**config.mk**
```make
export PLATFORM = sky130hd
export DESIGN_NAME = graphics_object_handle_table_core
export DESIGN_NICKNAME = d
export VERILOG_FILES = /design/src/rtl/core/goht_pkg.sv /design/src/rtl/core/goht_slot_mem.sv /design/src/rtl/core/goht_valid_map.sv /design/src/rtl/core/graphics_object_handle_table_core.sv
export SDC_FILE = /design/constraint.sdc
export NUM_CORES = 2
export LEC_CHECK = 0
export CORE_MARGIN = 1
export CORE_UTILIZATION = 71
export CTS_BUF_LIST = sky130_fd_sc_hd__clkbuf_2
export CTS_CLUSTER_SIZE = 8
export DETAILED_ROUTE_END_ITERATION = 6
export DONT_BUFFER_PORTS = 1
export PLACE_DENSITY = 0.87
export SYNTH_ARGS = -nofsm -noshare
export SYNTH_HDL_FRONTEND = slang
export SYNTH_HIERARCHICAL = 1
export SYNTH_SLANG_ARGS = --single-unit
export TNS_END_PERCENT = 1
```
**constraint.sdc**
```tcl
create_clock -name i_clk -period 33.3 [get_ports i_clk]
set_clock_uncertainty 0.15 [all_clocks]
set_input_delay 4.995 -clock i_clk [delete_from_list [all_inputs] [get_ports i_clk]]
set_output_delay 4.995 -clock i_clk [all_outputs]
set_load 0.05 [all_outputs]
```
**src/rtl/core/goht_pkg.sv**
```systemverilog
// ---------------------------------------------------------------------------
// goht_pkg
// Shared types, codes and decode functions for the graphics object table.
// ---------------------------------------------------------------------------
package goht_pkg;

    // Default table size and widest slot index width
    localparam int HANDLE_SLOTS_DEF = 64;
    localparam int SLOT_IDX_W       = 10;

    // Record opcodes
    localparam logic [1:0] OP_CREATE_PEN   = 2'd0;
    localparam logic [1:0] OP_CREATE_BRUSH = 2'd1;
    localparam logic [1:0] OP_DELETE       = 2'd2;
    localparam logic [1:0] OP_SELECT       = 2'd3;

    // Pen style codes
    localparam logic [2:0] PEN_SOLID      = 3'd0;
    localparam logic [2:0] PEN_DASH       = 3'd1;
    localparam logic [2:0] PEN_DOT        = 3'd2;
    localparam logic [2:0] PEN_DASHDOT    = 3'd3;
    localparam logic [2:0] PEN_DASHDOTDOT = 3'd4;
    localparam logic [2:0] PEN_NONE       = 3'd5;

    // Brush style codes
    localparam logic [3:0] BR_SOLID     = 4'd0;
    localparam logic [3:0] BR_NONE      = 4'd1;
    localparam logic [3:0] BR_HOR       = 4'd2;
    localparam logic [3:0] BR_VER       = 4'd3;
    localparam logic [3:0] BR_FDIAG     = 4'd4;
    localparam logic [3:0] BR_BDIAG     = 4'd5;
    localparam logic [3:0] BR_CROSS     = 4'd6;
    localparam logic [3:0] BR_DIAGCROSS = 4'd7;
    localparam logic [3:0] BR_DENSE2    = 4'd8;
    localparam logic [3:0] BR_DENSE3    = 4'd9;
    localparam logic [3:0] BR_DENSE4    = 4'd10;
    localparam logic [3:0] BR_DENSE6    = 4'd11;

    // Raw record words
    localparam logic [15:0] BR_RAW_HATCHED = 16'd2;

    // Reset drawing state
    localparam logic [23:0]        RESET_GREY      = 24'h808080;
    localparam logic signed [15:0] RESET_PEN_WIDTH = 16'sd1;

    typedef struct packed {
        logic [1:0]         opcode;
        logic signed [15:0] style_arg;
        logic signed [15:0] hatch_arg;
        logic signed [15:0] pen_width_in;
        logic [31:0]        colour_ref;
        logic signed [15:0] handle_index;
    } t_in_req;

    typedef struct packed {
        logic [5:0]         slot_taken;
        logic               table_full;
        logic               slot_hit;
        logic [23:0]        cur_pen_colour;
        logic [2:0]         cur_pen_style;
        logic signed [15:0] cur_pen_width;
        logic [23:0]        cur_brush_colour;
        logic [3:0]         cur_brush_style;
    } t_out_rsp;

    typedef struct packed {
        logic               is_brush;
        logic [23:0]        colour;
        logic [3:0]         style;
        logic signed [15:0] width;
    } t_slot_entry;

    // Control from the sequencer to the valid map
    typedef struct packed {
        logic                  snap;    // capture lowest free slot
        logic                  wr_en;   // update one valid bit
        logic                  wr_set;  // 1 set, 0 clear
        logic [SLOT_IDX_W-1:0] wr_idx;
    } t_vmap_ctl;

    // COLORREF (R low byte) to 0xRRGGBB
    function automatic logic [23:0] swap_colour(input logic [31:0] c);
        return {c[7:0], c[15:8], c[23:16]};
    endfunction

    function automatic logic [2:0] pen_style_map(input logic [15:0] s);
        logic [2:0] code;
        code = PEN_SOLID;
        if (s[15:3] == 13'd0) begin
            unique case (s[2:0])
                3'd1:    code = PEN_DASH;
                3'd2:    code = PEN_DOT;
                3'd3:    code = PEN_DASHDOT;
                3'd4:    code = PEN_DASHDOTDOT;
                3'd5:    code = PEN_NONE;
                default: code = PEN_SOLID;
            endcase
        end
        return code;
    endfunction

    function automatic logic [3:0] hatch_style_map(input logic [15:0] h);
        logic [3:0] code;
        code = BR_SOLID;
        if (h[15:3] == 13'd0) begin
            unique case (h[2:0])
                3'd0:    code = BR_HOR;
                3'd1:    code = BR_FDIAG;
                3'd2:    code = BR_BDIAG;
                3'd3:    code = BR_CROSS;
                3'd4:    code = BR_DIAGCROSS;
                default: code = BR_SOLID;
            endcase
        end
        return code;
    endfunction

    function automatic logic [3:0] brush_style_map(input logic [15:0] s);
        logic [3:0] code;
        code = BR_SOLID;
        if (s[15:4] == 12'd0) begin
            unique case (s[3:0])
                4'd1:    code = BR_NONE;
                4'd3:    code = BR_DENSE4;
                4'd4:    code = BR_HOR;
                4'd5:    code = BR_VER;
                4'd6:    code = BR_DENSE6;
                4'd7:    code = BR_DENSE2;
                4'd8:    code = BR_DENSE3;
                default: code = BR_SOLID;
            endcase
        end
        return code;
    endfunction

    // Style code stored with a new slot
    function automatic logic [3:0] decode_style(input logic [1:0]  op,
                                                input logic [15:0] style,
                                                input logic [15:0] hatch);
        logic [3:0] code;
        if (op == OP_CREATE_PEN) begin
            code = {1'b0, pen_style_map(style)};
        end else if (style == BR_RAW_HATCHED) begin
            code = hatch_style_map(hatch);
        end else begin
            code = brush_style_map(style);
        end
        return code;
    endfunction

endpackage

```
**src/rtl/core/goht_slot_mem.sv**
```systemverilog
// ---------------------------------------------------------------------------
// goht_slot_mem
// Slot payload store: one write port, one read port, registered read data.
// ---------------------------------------------------------------------------
module goht_slot_mem #(
    parameter int DEPTH = goht_pkg::HANDLE_SLOTS_DEF,
    parameter int AW    = 6
) (
    input  logic                  i_clk,
    input  logic                  i_we,
    input  logic [AW-1:0]         i_waddr,
    input  goht_pkg::t_slot_entry i_wdata,
    input  logic                  i_re,
    input  logic [AW-1:0]         i_raddr,
    output goht_pkg::t_slot_entry o_rdata
);
    import goht_pkg::*;

    t_slot_entry r_mem [DEPTH];
    t_slot_entry r_rdata;

    always_ff @(posedge i_clk) begin
        if (i_we) begin
            r_mem[i_waddr] <= i_wdata;
        end
    end

    always_ff @(posedge i_clk) begin
        if (i_re) begin
            r_rdata <= r_mem[i_raddr];
        end
    end

    assign o_rdata = r_rdata;

endmodule

```
**src/rtl/core/goht_valid_map.sv**
```systemverilog
// ---------------------------------------------------------------------------
// goht_valid_map
// Slot valid bits with lowest-free-slot search, result registered on snap.
// ---------------------------------------------------------------------------
module goht_valid_map #(
    parameter int DEPTH = goht_pkg::HANDLE_SLOTS_DEF,
    parameter int AW    = 6
) (
    input  logic                i_clk,
    input  logic                i_rst_n,
    input  goht_pkg::t_vmap_ctl i_ctl,
    input  logic [AW-1:0]       i_look_idx,
    output logic                o_look_valid,
    output logic                o_free_ok,
    output logic [AW-1:0]       o_free_slot
);
    import goht_pkg::*;

    logic [DEPTH-1:0] r_valid;
    logic             r_free_ok;
    logic [AW-1:0]    r_free_slot;
    logic             n_free_ok;
    logic [AW-1:0]    n_free_slot;

    always_ff @(posedge i_clk) begin
        if (!i_rst_n) begin
            r_valid <= '0;
        end else if (i_ctl.wr_en) begin
            r_valid[i_ctl.wr_idx[AW-1:0]] <= i_ctl.wr_set;
        end
    end

    // priority encode, lowest index wins
    always_comb begin
        n_free_ok   = 1'b0;
        n_free_slot = '0;
        for (int i = DEPTH - 1; i >= 0; i--) begin
            if (!r_valid[i]) begin
                n_free_ok   = 1'b1;
                n_free_slot = AW'(i);
            end
        end
    end

    always_ff @(posedge i_clk) begin
        if (!i_rst_n) begin
            r_free_ok <= 1'b0;
        end else if (i_ctl.snap) begin
            r_free_ok <= n_free_ok;
        end
    end

    always_ff @(posedge i_clk) begin
        if (i_ctl.snap) begin
            r_free_slot <= n_free_slot;
        end
    end

    assign o_look_valid = r_valid[i_look_idx];
    assign o_free_ok    = r_free_ok;
    assign o_free_slot  = r_free_slot;

endmodule

```
**src/rtl/core/graphics_object_handle_table_core.sv**
```systemverilog
// ---------------------------------------------------------------------------
// graphics_object_handle_table_core
// Metafile graphics object table: create, delete and select pens and brushes.
// ---------------------------------------------------------------------------
//
//  channel  | valid        | ready        | payload     | direction
//  ---------+--------------+--------------+-------------+----------
//  request  | i_in_valid   | o_in_ready   | i_in_req    | in
//  result   | o_out_valid  | i_out_ready  | o_out_rsp   | out
//
//  Each request is handled in accept (slot memory read, free slot search
//  captured) then in execute (write-back, valid bit update, result load).
//  The slot memory read-modify-write limits the core to one request at a time.
//  A held result stalls the execute cycle; a new request is still taken while
//  the result of the previous one waits in the output register.
//  Reset (i_rst_n low, synchronous) empties the table at once via valid flops,
//  and sets pen and brush to grey solid, pen width 1. No clearing pass.
//
module graphics_object_handle_table_core #(
    parameter int HANDLE_SLOTS = goht_pkg::HANDLE_SLOTS_DEF
) (
    input  logic               i_clk,
    input  logic               i_rst_n,
    input  logic               i_in_valid,
    output logic               o_in_ready,
    input  goht_pkg::t_in_req  i_in_req,
    output logic               o_out_valid,
    input  logic               i_out_ready,
    output goht_pkg::t_out_rsp o_out_rsp
);
    import goht_pkg::*;

    localparam int AW = (HANDLE_SLOTS > 1) ? $clog2(HANDLE_SLOTS) : 1;

    // sequencer states
    localparam logic [0:0] S_IDLE = 1'b0;
    localparam logic [0:0] S_EXEC = 1'b1;

    logic [0:0] r_state;
    logic [0:0] n_state;

    // captured request
    logic [1:0]         r_op;
    logic [3:0]         r_code;
    logic [23:0]        r_colour;
    logic signed [15:0] r_width;
    logic [AW-1:0]      r_idx;
    logic               r_idx_ok;

    // current drawing state
    logic [23:0]        r_pen_colour;
    logic [2:0]         r_pen_style;
    logic signed [15:0] r_pen_width;
    logic [23:0]        r_brush_colour;
    logic [3:0]         r_brush_style;
    logic [23:0]        n_pen_colour;
    logic [2:0]         n_pen_style;
    logic signed [15:0] n_pen_width;
    logic [23:0]        n_brush_colour;
    logic [3:0]         n_brush_style;

    // result register
    logic     r_out_valid;
    t_out_rsp r_out_rsp;
    t_out_rsp n_out_rsp;

    logic        accept;
    logic        exec_done;
    logic        is_create;
    logic        idx_in_range;
    logic        look_valid;
    logic        free_ok;
    logic [AW-1:0] free_slot;
    logic        hit;
    t_vmap_ctl   vmap_ctl;
    t_slot_entry wr_entry;
    t_slot_entry rd_entry;

    assign o_in_ready = (r_state == S_IDLE);
    assign accept     = i_in_valid && o_in_ready;
    // execute completes once the output register can take the result
    assign exec_done  = (r_state == S_EXEC) && (!r_out_valid || i_out_ready);
    assign is_create  = (r_op == OP_CREATE_PEN) || (r_op == OP_CREATE_BRUSH);
    assign hit        = !is_create && r_idx_ok && look_valid;

    // handle must be non-negative and below the table size
    assign idx_in_range = !i_in_req.handle_index[15]
                       && (16'(i_in_req.handle_index[14:0]) < 16'(HANDLE_SLOTS));

    always_comb begin
        n_state = r_state;
        unique case (r_state)
            S_IDLE:  if (accept)    n_state = S_EXEC;
            S_EXEC:  if (exec_done) n_state = S_IDLE;
            default: n_state = S_IDLE;
        endcase
    end

    always_ff @(posedge i_clk) begin
        if (!i_rst_n) begin
            r_state <= S_IDLE;
        end else begin
            r_state <= n_state;
        end
    end

    always_ff @(posedge i_clk) begin
        if (accept) begin
            r_op     <= i_in_req.opcode;
            r_code   <= decode_style(i_in_req.opcode, i_in_req.style_arg,
                                     i_in_req.hatch_arg);
            r_colour <= swap_colour(i_in_req.colour_ref);
            r_width  <= i_in_req.pen_width_in;
            r_idx    <= i_in_req.handle_index[AW-1:0];
            r_idx_ok <= idx_in_range;
        end
    end

    // valid bits: set on successful create, clear on hit delete
    always_comb begin
        vmap_ctl.snap   = accept;
        vmap_ctl.wr_en  = 1'b0;
        vmap_ctl.wr_set = 1'b0;
        vmap_ctl.wr_idx = SLOT_IDX_W'(r_idx);
        if (exec_done && is_create && free_ok) begin
            vmap_ctl.wr_en  = 1'b1;
            vmap_ctl.wr_set = 1'b1;
            vmap_ctl.wr_idx = SLOT_IDX_W'(free_slot);
        end else if (exec_done && (r_op == OP_DELETE) && hit) begin
            vmap_ctl.wr_en  = 1'b1;
        end
    end

    goht_valid_map #(
        .DEPTH (HANDLE_SLOTS),
        .AW    (AW)
    ) u_valid_map (
        .i_clk        (i_clk),
        .i_rst_n      (i_rst_n),
        .i_ctl        (vmap_ctl),
        .i_look_idx   (r_idx),
        .o_look_valid (look_valid),
        .o_free_ok    (free_ok),
        .o_free_slot  (free_slot)
    );

    always_comb begin
        wr_entry.is_brush = (r_op == OP_CREATE_BRUSH);
        wr_entry.colour   = r_colour;
        wr_entry.style    = r_code;
        wr_entry.width    = r_width;
    end

    // read on accept, data ready in execute; write in execute only
    goht_slot_mem #(
        .DEPTH (HANDLE_SLOTS),
        .AW    (AW)
    ) u_slot_mem (
        .i_clk   (i_clk),
        .i_we    (exec_done && is_create && free_ok),
        .i_waddr (free_slot),
        .i_wdata (wr_entry),
        .i_re    (accept),
        .i_raddr (i_in_req.handle_index[AW-1:0]),
        .o_rdata (rd_entry)
    );

    // select copies the slot into pen or brush state by its kind
    always_comb begin
        n_pen_colour   = r_pen_colour;
        n_pen_style    = r_pen_style;
        n_pen_width    = r_pen_width;
        n_brush_colour = r_brush_colour;
        n_brush_style  = r_brush_style;
        if ((r_op == OP_SELECT) && hit) begin
            if (rd_entry.is_brush) begin
                n_brush_colour = rd_entry.colour;
                n_brush_style  = rd_entry.style;
            end else begin
                n_pen_colour = rd_entry.colour;
                n_pen_style  = rd_entry.style[2:0];
                n_pen_width  = rd_entry.width;
            end
        end
    end

    always_ff @(posedge i_clk) begin
        if (!i_rst_n) begin
            r_pen_colour   <= RESET_GREY;
            r_pen_style    <= PEN_SOLID;
            r_pen_width    <= RESET_PEN_WIDTH;
            r_brush_colour <= RESET_GREY;
            r_brush_style  <= BR_SOLID;
        end else if (exec_done) begin
            r_pen_colour   <= n_pen_colour;
            r_pen_style    <= n_pen_style;
            r_pen_width    <= n_pen_width;
            r_brush_colour <= n_brush_colour;
            r_brush_style  <= n_brush_style;
        end
    end

    always_comb begin
        n_out_rsp.slot_taken       = (is_create && free_ok) ? 6'(free_slot) : 6'd0;
        n_out_rsp.table_full       = is_create && !free_ok;
        n_out_rsp.slot_hit         = hit;
        n_out_rsp.cur_pen_colour   = n_pen_colour;
        n_out_rsp.cur_pen_style    = n_pen_style;
        n_out_rsp.cur_pen_width    = n_pen_width;
        n_out_rsp.cur_brush_colour = n_brush_colour;
        n_out_rsp.cur_brush_style  = n_brush_style;
    end

    always_ff @(posedge i_clk) begin
        if (!i_rst_n) begin
            r_out_valid <= 1'b0;
        end else if (exec_done) begin
            r_out_valid <= 1'b1;
        end else if (i_out_ready) begin
            r_out_valid <= 1'b0;
        end
    end

    always_ff @(posedge i_clk) begin
        if (exec_done) begin
            r_out_rsp <= n_out_rsp;
        end
    end

    assign o_out_valid = r_out_valid;
    assign o_out_rsp   = r_out_rsp;

    // a result never reports both a full table and a slot hit
    a_full_xor_hit: assert property (@(posedge i_clk) disable iff (!i_rst_n)
        o_out_valid |-> !(o_out_rsp.table_full && o_out_rsp.slot_hit))
        else $error("result flags both table full and slot hit");

    // an accepted request always moves to the execute cycle
    a_accept_exec: assert property (@(posedge i_clk) disable iff (!i_rst_n)
        accept |=> (r_state == S_EXEC))
        else $error("accepted request did not enter execute");

    // a new result appears only straight after an execute cycle
    a_rsp_from_exec: assert property (@(posedge i_clk) disable iff (!i_rst_n)
        $rose(o_out_valid) |-> ($past(r_state) == S_EXEC))
        else $error("result raised outside execute");

    // a failed create leaves slot number zero
    a_full_no_slot: assert property (@(posedge i_clk) disable iff (!i_rst_n)
        (o_out_valid && o_out_rsp.table_full) |-> (o_out_rsp.slot_taken == 6'd0))
        else $error("full table reported with a slot number");

endmodule
```
-- Yosys cells after proc, flatten, opt, wreduce, memory -nomap -nowiden
Memory sizes are Yosys's and may differ from the RTL's. A register that Yosys moved wholly into a read port is not among the register bits.
Cells that the tools add are included.
- equal/unequal tests: 20
- multiplexer cells: 160
- order comparisons: 4
- bitwise operators: 1
- reduce and logical (&&, ||, !) cells: 31
- operators by type and width (operator ; number):
    $mux 6 ; 32
    $mux 24 ; 4
    $mux 5 ; 16
    $mux 1 ; 75
    $bwmux 64 ; 1
    $mux 4 ; 12
    $mux 16 ; 2
    $reduce_and 32->1 ; 1
    $pmux 3 s5 ; 2
    $pmux 4 s7 ; 1
    $mux 3 ; 9
    $logic_not 13->1 ; 2
    $eq 16x2->1 const B ; 1
    $eq 4x3->1 const B ; 4
    $reduce_and 16->1 ; 1
    $lt 15x7->1 const B ; 1
    $lt 6x7->1 const B ; 2
    $logic_and 1x1->1 ; 13
    $eq 3x2->1 const B ; 4
    $logic_not 12->1 ; 1
    $mux 11 ; 1
    $eq 3x3->1 const B ; 3
    $reduce_and 8->1 ; 1
    $bmux 1 s6 ; 1
    other kinds (18) ; 26
- memories kept: 1
- register bits after elaboration: 276
- output and inout port bits: 81
- word-level logic and storage cells: 247
- RAM bits: 2880
- memory list (memory ; words ; width ; read ports ; clocked after Yosys merged registers in ; wr ports ; line ; source):
    u_slot_mem.r_mem ; 64 ; 45 ; 1 ; 1 ; 1 ; goht_slot_mem.sv:19 ; t_slot_entry r_mem [DEPTH];

-- Logic depth before layout (Yosys ltp)
- word-level depth: 64
- mapped depth: 16
- gate-level depth less buffers: 13

-- Hierarchy
The synthesis kept the hierarchy.
- by module, submodules not included (module ; instances ; cells an instance ; area each (µm²) ; sequential area each (µm²)):
    goht_slot_mem ; 1 ; 4670 ; 110379.6 ; 87834.2
    graphics_object_handle_table_core ; 1 ; 601 ; 7918.8 ; 5425.2
    goht_valid_map ; 1 ; 549 ; 4440.5 ; 1481.4

-- Worst setup path after synthesis
No wires, ideal clock.
- kind: input -> register
- from: in i_out_ready
- to: mem u_slot_mem/r_mem[48][0] (netlist name) (enable)
- setup time: 503 ps
- setup slack: 19363 ps
- data required time: 32647 ps
- arrival: 13284 ps
- path buffers: 0
- cell stages on the path: 7
- path through: and2b_1 -> nor2_1 -> nand2_1 -> inv_1 -> nor2b_1 -> nand4b_1 -> nor3_1
- longest elaborated chain between the ends: 6
- RTL lines (element ; line ; source):
    start, declared ; graphics_object_handle_table_core.sv:28 ; input logic i_out_ready,
    $logic_or 1x1->1 ; graphics_object_handle_table_core.sv:82 ; assign exec_done = (r_state == S_EXEC) && (!r_out_valid || i_out_ready);
    $logic_and 1x1->1 ; graphics_object_handle_table_core.sv:82 ;
    named net exec_done ; graphics_object_handle_table_core.sv:68 ; logic exec_done;
    $logic_and 1x1->1 (2 in series) ; graphics_object_handle_table_core.sv:160 ; .i_we (exec_done && is_create && free_ok),
    $mux 1 ; goht_slot_mem.sv:23 ; if (i_we) begin
    $mux 1 (implied by the code) ; goht_slot_mem.sv:24 ; r_mem[i_waddr] <= i_wdata;
    end, declared ; goht_slot_mem.sv:19 ;
The timed path passes the listed nets, and every way through them passes these cells.

==> impl_results.md <==
- Critical Path RT: ~35 ns
- GPL Wtd Cong: about 0.9
- Final WL: between 300,000 and 400,000 um
- Ports: around 180
- RSZ-0062 raised after global routing: no
- H-Tree Depth: 6
- Vias: around 69,000
- Avg Synthesized Cell Area: between 20 and 25 um^2
- Clock-pin slew on the worst setup and hold paths: 0.11 ns
- Count of final hold-check violations: 0
- Post-CTS sizing: 0
- CTS tree: done
- Startpoint Class: primary input
- Slew @ Worst Pin: 1.85 ns
- Yosys warns: 6
- Crit path capture type: flop
- Failing checks: slew limit
- Cts hold-fix bufs: 0
- Drt pass-1 iters: 7
- CP max stage cell: a21oi_1
- Placed cells: 7,922
- DIE AREA: 175,000 um^2
- Critical path's most frequent cell: buf_16
- Post-DP HPWL: ~180,000 um
- Biggest cell delay along the critical path: 1.01 ns
- I/O Buffers: 0
- Synth Cell Area: between 100,000 and 150,000 um^2
- Final setup violation count: 0
- Routed length per placed instance: between 30 and 40 um
- Fin worst setup slack: approximately 24 ns
- Leak pwr: between 40 and 50 nW
- Antenna violations before repair: 14
- Post-CTS setup buffer count: 0
- Core Rows: ~150
- Max Cap Viol: 0
- Status: finished with violations
- CTS Buf Count: approximately 730
- Worst vdd rail ir drop: around 0.050 mV
- Hold/Removal Path Class: reg2reg
- Clock tree buffer depth: 4
- Pwr Density: around 55 nW/um^2
- Setup_tns: 0 ns
- Root buffer cell: clkbuf_2
- Share of layout cells above drive strength 1: 31.7%
- CP Data Arrival Time: roughly 10 ns
- Max FO, Critical Path: 217
- Area growth, synth to finish: 7.33%
- CP Class: in2reg
- Final min period: 8.95 ns
- Synthesized Nets: around 5,900
- Die width: about 420 um
- Vias per Instance: roughly 7.5
- Clock Sinks: between 3,000 and 4,000
- DRC errors left: 0
- Final #Nets: about 6,400
- Initial DRC Count: around 13,000
- Gate Count Post-Synth: 5,819
- Relative slew slack: -23.3%
- Starting Density: 71.5%
- Tcrit/Tclk final: roughly 27%
- Final core utilization: between 70% and 80%
- Post-route insts no fill: between 9,000 and 10,000
- Antenna Nets Post-Route: 0
- Die Y-Extent: about 420 um
- Congestion Overflow GR: 0
- Global-route wire length before repair: 469,000 um
- Core area: 172,000 um^2
- Largest net degree at the start of global routing: 736
- Worst Setup Slack post-DPL: ~24 ns
- F_max: 0.112 GHz
- Clk_lat worst skew: about 1.9 ns
- Vias in the first global route: a little under 70,000
- Slew Limit Fails: between 500 and 600
- Total track usage: 38.7%
- Worst path cell trace: buf_16 > buf_16 > buf_16 > mux4_2 > mux2i_1 > a21oi_1 > a21oi_1 > a221oi_1
stage by stage:
stage | total power, mW | area (um^2) | hold slack, ns
final | 7.19 | 132000 | 0.305
after detailed placement | 4.84 | 125000 | 0.294
after floorplan | 4.78 | 123000 | 0.275
after global placement | 4.82 | 125000 | 0.282
after CTS | 7.13 | 132000 | 0.308
after global routing | 7.39 | 132000 | 0.326
worst max-delay path, delay by kind of cell:
kind / cells / cell delay (ns)
AOI/OAI and AO/OA: 3 / 1.32
muxes: 2 / 0.82
buffers and inverters: 3 / 2.33
flip-flops by register name, indices dropped and copies added, names as in the netlist:
signal	flops
o_out_rsp	79
o_out_valid	1
r_brush_colour	24
r_brush_style	4
r_code	4
r_colour	24
r_idx	6
r_idx_ok	1
r_op	2
r_pen_colour	24
r_pen_style	3
r_pen_width	16
r_state	1
r_width	16
u_slot_mem/o_rdata	45
u_slot_mem/r_mem	2880
u_valid_map/o_free_ok	1
u_valid_map/o_free_slot	6
u_valid_map/r_valid	64
per-layer routing:
layer / vias to the layer above / GRT usage (%) / wire, um
met1: 34000 / 48.3 / 103000
met3: 1650 / 9.91 / 48100
li1: 25900 / - / -
met2: 7633 / 60.2 / 163000
met4: 6 / 27.1 / 28800
met5: - / 0 / 35
cell type report:
class	instances	area, um^2
Multi-Input combinational cell	2262	26700
Antenna cell	19	47.5
Timing Repair Buffer	138	1140
Sequential cell	3201	94700
Clock buffer	1095	5480
Clock inverter	165	693
Fill cell	8207	40000
Inverter	16	60.1
Tap cell	2310	2890
where the power goes:
part           internal [mW]  switching, mW
logic                  0.122          0.211
clock network          0.878           1.51
registers               4.43         0.0397
total                   5.43           1.76
final timing paths:
kind	start	depth (start not counted)	slack [ns]	endpoint
worst max-delay path	i_in_req[0]	8	24.35	u_slot_mem/o_rdata[5]
worst min register to register	r_pen_colour[16]	2	0.30	r_pen_colour[16]
worst min-delay path	r_pen_colour[16]	2	0.30	r_pen_colour[16]
worst max register to register	r_state	9	27.39	u_slot_mem/r_mem[52][28]
placed cells by master (no fill, tap or decap), drive strengths merged, types with 40 or more instances in the layout:
cell,instances
nand4,40
buf,138
nor2,166
edfxtp,3063
mux2,104
o22ai,119
a221oi,86
nand2,237
mux4,723
a22oi,65
o21ai,66
clkbuf,1095
nand3,165
a21oi,91
a21boi,59
dfxtp,138
clkinv,155
mux2i,69
a22o,57
No activity file was read; power rests on OpenSTA's default activity.
